--- src/design/stc_pkg.sv ---
// Shared types, widths and constants of the spring torque datapath.
// Used by stc_cordic, stc_sqrt, stc_div and spring_torque_from_angle_core.
package stc_pkg;

  localparam int ZW       = 35;  // CORDIC angle, Q30 with headroom
  localparam int XW       = 34;  // CORDIC x/y, Q30 with headroom
  localparam int AtanMax  = 24;
  localparam int RootInW  = 20;  // root argument R, Q24
  localparam int RootW    = 22;  // A = floor(sqrt(R * 2^24))
  localparam int DmagW    = 16;  // |precompression - rest_offset|
  localparam int QuoW     = 32;  // |ratio|, Q24
  localparam int TorqueW  = 24;

  localparam logic signed [XW-1:0] CordicGain = 34'sh026DD3B6A;
  localparam logic signed [ZW-1:0] HalfPi     = 35'sh06487ED51;
  localparam logic signed [ZW-1:0] Pi         = 35'sh0C90FDAA2;

  localparam logic signed [TorqueW-1:0] TorqueMax = 24'sh7FFFFF;
  localparam logic signed [TorqueW-1:0] TorqueMin = 24'sh800000;

  // configuration register indexes
  localparam logic [2:0] CfgTorqueGain = 3'd0;
  localparam logic [2:0] CfgRestOffset = 3'd1;
  localparam logic [2:0] CfgGeomBase   = 3'd2;
  localparam logic [2:0] CfgGeomCosW   = 3'd3;

  typedef struct packed {
    logic signed [15:0] pre;
    logic               flip;
  } stc_trig_side_t;

  typedef struct packed {
    logic signed [XW-1:0] sin;
    logic [DmagW-1:0]     dmag;
    logic                 neg;
    logic                 bad;
  } stc_side_t;

  // arctangent of 2^-idx, Q30, truncated
  function automatic logic [29:0] atan_q30(input int idx);
    logic [29:0] v;
    unique case (idx)
      0:  v = 30'h3243F6A8;
      1:  v = 30'h1DAC6705;
      2:  v = 30'h0FADBAFC;
      3:  v = 30'h07F56EA6;
      4:  v = 30'h03FEAB76;
      5:  v = 30'h01FFD55B;
      6:  v = 30'h00FFFAAA;
      7:  v = 30'h007FFF55;
      8:  v = 30'h003FFFEA;
      9:  v = 30'h001FFFFD;
      10: v = 30'h000FFFFF;
      11: v = 30'h0007FFFF;
      12: v = 30'h0003FFFF;
      13: v = 30'h0001FFFF;
      14: v = 30'h0000FFFF;
      15: v = 30'h00007FFF;
      16: v = 30'h00003FFF;
      17: v = 30'h00001FFF;
      18: v = 30'h00000FFF;
      19: v = 30'h000007FF;
      20: v = 30'h000003FF;
      21: v = 30'h000001FF;
      22: v = 30'h000000FF;
      23: v = 30'h0000007F;
      default: v = 30'h0;
    endcase
    return v;
  endfunction

endpackage

--- src/design/stc_sqrt.sv ---
// Pipelined integer square root of R * 2^24, one result bit per stage.
// Depends on stc_pkg for widths and the side struct.
module stc_sqrt (
  input  logic                        clk_i,
  input  logic                        rst_ni,
  input  logic                        valid_i,
  input  logic [stc_pkg::RootInW-1:0] r_i,
  input  stc_pkg::stc_side_t          side_i,
  output logic                        valid_o,
  output logic [stc_pkg::RootW-1:0]   root_o,
  output stc_pkg::stc_side_t          side_o
);

  localparam int Steps = stc_pkg::RootW;
  localparam int VW    = 2 * Steps;       // width of R * 2^24
  localparam int LowW  = VW - stc_pkg::RootInW;
  localparam int RemW  = stc_pkg::RootW + 1;

  logic                        valid_q [Steps];
  logic [stc_pkg::RootInW-1:0] r_q     [Steps];
  logic [stc_pkg::RootW-1:0]   root_q  [Steps];
  logic [RemW-1:0]             rem_q   [Steps];
  stc_pkg::stc_side_t          side_q  [Steps];

  for (genvar k = 0; k < Steps; k++) begin : g_step
    localparam int Hi = VW - 1 - 2 * k;
    logic                        v_in;
    logic [stc_pkg::RootInW-1:0] r_in;
    logic [stc_pkg::RootW-1:0]   root_in;
    logic [RemW-1:0]             rem_in;
    stc_pkg::stc_side_t          s_in;
    logic [1:0]                  pair;
    logic [RemW+1:0]             rem_n, trial;

    if (k == 0) begin : g_first
      assign v_in    = valid_i;
      assign r_in    = r_i;
      assign root_in = '0;
      assign rem_in  = '0;
      assign s_in    = side_i;
    end else begin : g_next
      assign v_in    = valid_q[k-1];
      assign r_in    = r_q[k-1];
      assign root_in = root_q[k-1];
      assign rem_in  = rem_q[k-1];
      assign s_in    = side_q[k-1];
    end

    if (Hi - 1 >= LowW) begin : g_pair
      assign pair = r_in[Hi-LowW -: 2];
    end else begin : g_zero
      assign pair = 2'b00;
    end

    assign rem_n = {rem_in, pair};
    assign trial = {1'b0, root_in, 2'b01};

    always_ff @(posedge clk_i or negedge rst_ni) begin
      if (!rst_ni) begin
        valid_q[k] <= 1'b0;
      end else begin
        valid_q[k] <= v_in;
      end
    end

    always_ff @(posedge clk_i) begin
      r_q[k]    <= r_in;
      side_q[k] <= s_in;
      if (rem_n >= trial) begin
        rem_q[k]  <= RemW'(rem_n - trial);
        root_q[k] <= {root_in[stc_pkg::RootW-2:0], 1'b1};
      end else begin
        rem_q[k]  <= RemW'(rem_n);
        root_q[k] <= {root_in[stc_pkg::RootW-2:0], 1'b0};
      end
    end
  end

  assign valid_o = valid_q[Steps-1];
  assign root_o  = root_q[Steps-1];
  assign side_o  = side_q[Steps-1];

endmodule

--- config.mk ---
export PLATFORM = sky130hd
export DESIGN_NAME = stc_sqrt
export DESIGN_NICKNAME = d
export VERILOG_FILES = /design/src/design/stc_pkg.sv /design/src/design/stc_sqrt.sv
export SDC_FILE = /design/constraint.sdc
export NUM_CORES = 2
export LEC_CHECK = 0
export BUFFER_PORTS_ARGS = -buffer_cell sky130_fd_sc_hd__clkbuf_2
export CAP_MARGIN = 15
export CELL_PAD_IN_SITES_DETAIL_PLACEMENT = 1
export CELL_PAD_IN_SITES_GLOBAL_PLACEMENT = 1
export CORE_MARGIN = 2
export CORE_UTILIZATION = 45
export CTS_CLUSTER_DIAMETER = 50
export DETAILED_ROUTE_END_ITERATION = 7
export PLACE_DENSITY_LB_ADDON = 0.15
export SETUP_SLACK_MARGIN = 0.05
export SYNTH_ARGS = -nofsm -noshare
export SYNTH_HDL_FRONTEND = slang
export SYNTH_SLANG_ARGS = --single-unit
export TNS_END_PERCENT = 50
--- constraint.sdc ---
create_clock -name clk_i -period 2.85 [get_ports clk_i]
set_clock_uncertainty 0.2 [all_clocks]
set_input_delay 0.1425 -clock clk_i [delete_from_list [all_inputs] [get_ports clk_i]]
set_output_delay 0.1425 -clock clk_i [all_outputs]
set_load 0.005 [all_outputs]
Yosys cells after proc, flatten, opt, wreduce, memory -nomap -nowiden

Memory sizes are Yosys's and may differ from the RTL's.
Cells that the tools add are included.

Bits in registers: 22
Memory bits (writable): 2574
Input bits: 75
Word-level logic and storage cells: 224
Memories: 4

Add/sub/neg operators: 22
Order comparisons: 22
Muxes and demuxes: 110
Bitwise logic cells: 44

Memories:

| name   | words | bits a word | rd ports | clocked after Yosys merged registers in | write ports | line           | RTL |
|---|---|---|---|---|---|---|---|
| side_q | 22    | 52          | 22       | 0                                       | 22          | stc_sqrt.sv:23 | `stc_pkg::stc_side_t side_q [Steps];` |
| rem_q  | 22    | 23          | 21       | 0                                       | 22          | stc_sqrt.sv:22 | `logic [RemW-1:0] rem_q [Steps];` |
| root_q | 22    | 22          | 22       | 0                                       | 22          | stc_sqrt.sv:21 | `logic [stc_pkg::RootW-1:0] root_q [Steps];` |
| r_q    | 22    | 20          | 21       | 0                                       | 22          | stc_sqrt.sv:20 | `logic [stc_pkg::RootInW-1:0] r_q [Steps];` |

Operator list:

| cell                                                                  | number |
|---|---|
| 25-bit by 24-bit >= comparator with 1-bit output                      | 21 |
| 23-bit 2-to-1 mux                                                     | 22 |
| 22-bit 2-to-1 mux                                                     | 22 |
| 23-bit subtractor                                                     | 21 |
| 1-bit 2-to-1 mux                                                      | 66 |
| 1-bit OR                                                              | 44 |
| 2-bit by 1-bit subtractor with 3-bit output, second input constant    | 1 |
| 2-bit by 1-bit >= comparator with 1-bit output, second input constant | 1 |

Logic depth before layout (Yosys ltp)

An unclocked memory read counts as a cell.

Depth in word-level cells: 5
Depth in mapped cells: 12
Depth with buffers taken out: 11

Worst setup path before layout

Ideal clock, no wire load.

Path kind: register -> register
Start: memory root_q[2][52] in the netlist's numbering
End: memory rem_q[4][82] in the netlist's numbering
Arrival: 2.514 ns
Path slack: 0.015 ns
Cell stages (with the launch flop): 11
Path buffers: 1
Clock period less this slack: 2.835 ns
Path through: dfxtp_1 -> inv_1 -> ha_1 -> a21oi_1 -> nor2_1 -> a211oi_1 -> a31oi_1 -> o31a_1 -> nor4_1 -> buf_2 -> mux2_2

RTL lines:

| what        | line |
|---|---|
| from (decl) | stc_sqrt.sv:21 |
| to (decl)   | stc_sqrt.sv:22 |

==> qor.txt <==
status = complete, but fails checks
violated checks = setup timing
total iterations of the first detailed-routing run = 5
Die X = 361 um
Tcrit/Tclk final = 1.01
Slew headroom = 0.322
Reg clk slew, reported paths = 0.06 ns
crit path buf inv count = 3
sw power = 17200 uW
Hold Slack = 0.0873 ns
Seq/Total Area, Yosys = 0.685
fin nets = 5748
CP max stage delay = 0.35 ns
TritonCTS Buffers = 198
Die Ht = 361 um
Root Driver = clkbuf_16
initial antenna violation count = 3
Worst Setup Start Kind = register
Cells after DPL = 6656
Final Hold Fails = 0
EDFF count, synth = 0
power per cell area = 936 mW/mm2
Hold WC Path Type = reg2reg
Net Sw Frac = 0.257
WL final = 116 mm
TritonCTS clock tree = built
Seq pwr share = 0.478
post-route ant nets = 0
MaxCap Viol Count = 0
RSZ-0062 raised after global routing = yes
Setup crit end kind = register
Synth cell types = 94
drt initial violations = 1424
commonest non-fill, non-tap cell in the layout = dfxtp_1
critical path peak fanout = 10
yosys warns = 0
part of the power in combinational logic = 0.129
Worst-Margin Slew = 1.01 ns
io pins = 150
Starting Density = 0.454
clk sink count = 1952
total number of vias = 34400
#FFs+latches synth = 1952
Int Pwr = 50000 uW
Final Util = 0.570
Max IR drop VDD = 661 uV
Main synth FF type = dfxtp_1
Clock power frac = 0.393
area delta synth->final = 25.5%
share of cells above drive strength 1 = 0.198
Net Count, Synth = 5023
cell family with most CP delay = compound AO/OA/AOI/OAI gates
Worst EP arrival = 3.36 ns
Slowest-stage cell, CP = dfxtp_1
die footprint = 0.130 mm2
final HPWL from detailed placement = 75.6 mm
cells after synthesis = 4684
fin cells = 7232
final setup fails = 9
core box area = 0.126 mm2
GP Congestion = 0.808
Max Root-Sink Buffers = 3
worst setup margin = -0.0308 ns
total leakage power = 0.0324 uW
FP Rows = 130
largest net degree at the start of global routing = 23
all-layer global routing usage = 0.176
Setup CP Type = reg2reg
Data required, critical path = 3.33 ns
crit path cell chain = inv_1 -> ha_1 -> o21ai_1 -> o21ai_2 -> nand3_2 -> a31oi_4 -> o31a_1 -> nor4_4 -> buf_4 -> buf_12 -> mux2_2
Mapped Area = 0.0572 mm2
min Tclk post-route = 2.88 ns
DR WL/cell = 16.0 um
asr flop ratio synth = 0.0113
Avg Inst Size Synth = 12.2 um2
Clock Latency Late Sink = 0.82 ns
H-tree depth = 4
Max Freq = 347 MHz
# DRC = 0
vias per inst = 4.75
via count of the first global-routing pass = 36600
commonest cells after routing, fill and taps aside = dfxtp_1, inv_1, buf_4
PortBufs = 149
first-pass GRT wire length = 187 mm
Setup TNS Final = -0.207 ns
global route overflow = 0
Slew Limit Fails = 0
==> power groups by stage <==
stage / Sequential [uW] / Clock [uW] / Combinational [uW]
CTS: 32100 / 27200 / 8050
finish: 32100 / 26400 / 8660
detailed placement: 32600 / 0 / 7610
global route: 32500 / 28500 / 9610
floorplan: 31900 / 0 / 5400
global placement: 32500 / 0 / 7430
==> registers in the layout (all words and copies together) (netlist names) <==
signal / flops
g_step.v_in: 21
r_q: 90
rem_q: 455
root_q: 241
side_q: 1144
valid_o: 1
==> stage by stage <==
step / setup WS (ns) / power, uW / cell area [um2]
2_1_floorplan: 0.0468 / 37400 / 57200
3_3_place_gp: -0.280 / 40000 / 61600
3_5_place_dp: -0.285 / 40200 / 61600
4_1_cts: 0.0314 / 67400 / 70500
5_1_grt: -0.118 / 70600 / 71800
6_report: -0.0308 / 67200 / 71800
==> synthesized netlist by cell type (21+ instances only) <==
cell type / number / area [um2]
o21a_1: 38 / 285
xor2_1: 147 / 1290
inv_1: 338 / 1270
nand2_1: 246 / 923
xnor2_1: 163 / 1430
nor2_1: 218 / 818
o21ai_0: 187 / 936
a211oi_1: 23 / 173
nand3_1: 44 / 220
a21o_1: 68 / 510
a21oi_1: 222 / 1110
dfrtp_1: 22 / 551
o31ai_1: 25 / 188
dfxtp_1: 1930 / 38600
nor3_1: 109 / 546
nor2b_1: 37 / 231
o21bai_1: 21 / 158
mux2_2: 64 / 721
nand4_1: 26 / 163
or3_1: 42 / 263
nand2b_1: 38 / 238
ha_1: 253 / 3170
clkbuf_1: 37 / 139
nor4_1: 45 / 282
==> routing by layer <==
layer  global-route usage  share of wire  vias up
li1                     -              -    17300
met2                0.289           0.47      491
met3               0.0361          0.037      196
met1                0.234           0.47    16400
met5                    0       0.000060        -
met4               0.0555          0.024        2
==> kinds of logic (layout without fill, tap and decap cells) <==
| group | after synthesis | count (layout) | synth area share |
|---|---|---|---|
| fa+ha+maj | 264 | 264 | 0.0592 |
| other cells | 1 | 2 | 0.0000656 |
| xor+xnor | 310 | 310 | 0.0475 |
| compound gates | 728 | 728 | 0.0801 |
| mux | 79 | 79 | 0.0152 |
| buf+inv | 400 | 1297 | 0.0274 |
| flops | 1952 | 1952 | 0.685 |
| simple gates | 950 | 950 | 0.0856 |
==> worst register-to-register path, delay by kind of cell (launching register included) <==
family | cells | cell delay, ns
AO/OA/AOI/OAI | 4 | 0.77
adder cells (fa/ha/maj) | 1 | 0.33
buffers and inverters | 3 | 0.38
flip-flops | 1 | 0.35
multiplexers | 1 | 0.35
AND/OR/NAND/NOR | 2 | 0.39
==> worst paths after layout <==
kind | start | endpoint | slack [ns] | depth (start not counted)
max | root_q[2][47] | rem_q[4][71] | -0.03 | 11
min | side_q[1][148] | side_q[1][200] | 0.09 | 0
max reg2reg | root_q[2][47] | rem_q[4][71] | -0.03 | 11
min reg2reg | side_q[1][148] | side_q[1][200] | 0.09 | 0
max in group asynchronous | rst_ni | g_step[14].v_in | 1.76 | 4
min in group asynchronous | rst_ni | g_step[17].v_in | 0.20 | 3
==> layout make-up <==
type,count,area (um2)
repair buffers,584,4610
fillers,12600,54100
multi-input cells,2332,17700
clock buffers,262,5560
clock inverters,110,1380
flip-flops and latches,1952,39200
diodes,1,2.50
inverters,341,1280
well taps,1650,2060
==> timing repair <==
item                                    CTS  global route
endpoints found under the setup margin  154           283
pin swaps                                33            80
buffers inserted                         12            35
gates cloned                              1             6
gates resized for setup                  68           235
hold endpoints to repair                 96             0
hold buffers                            149             0
No activity file was read; power rests on OpenSTA's default activity.
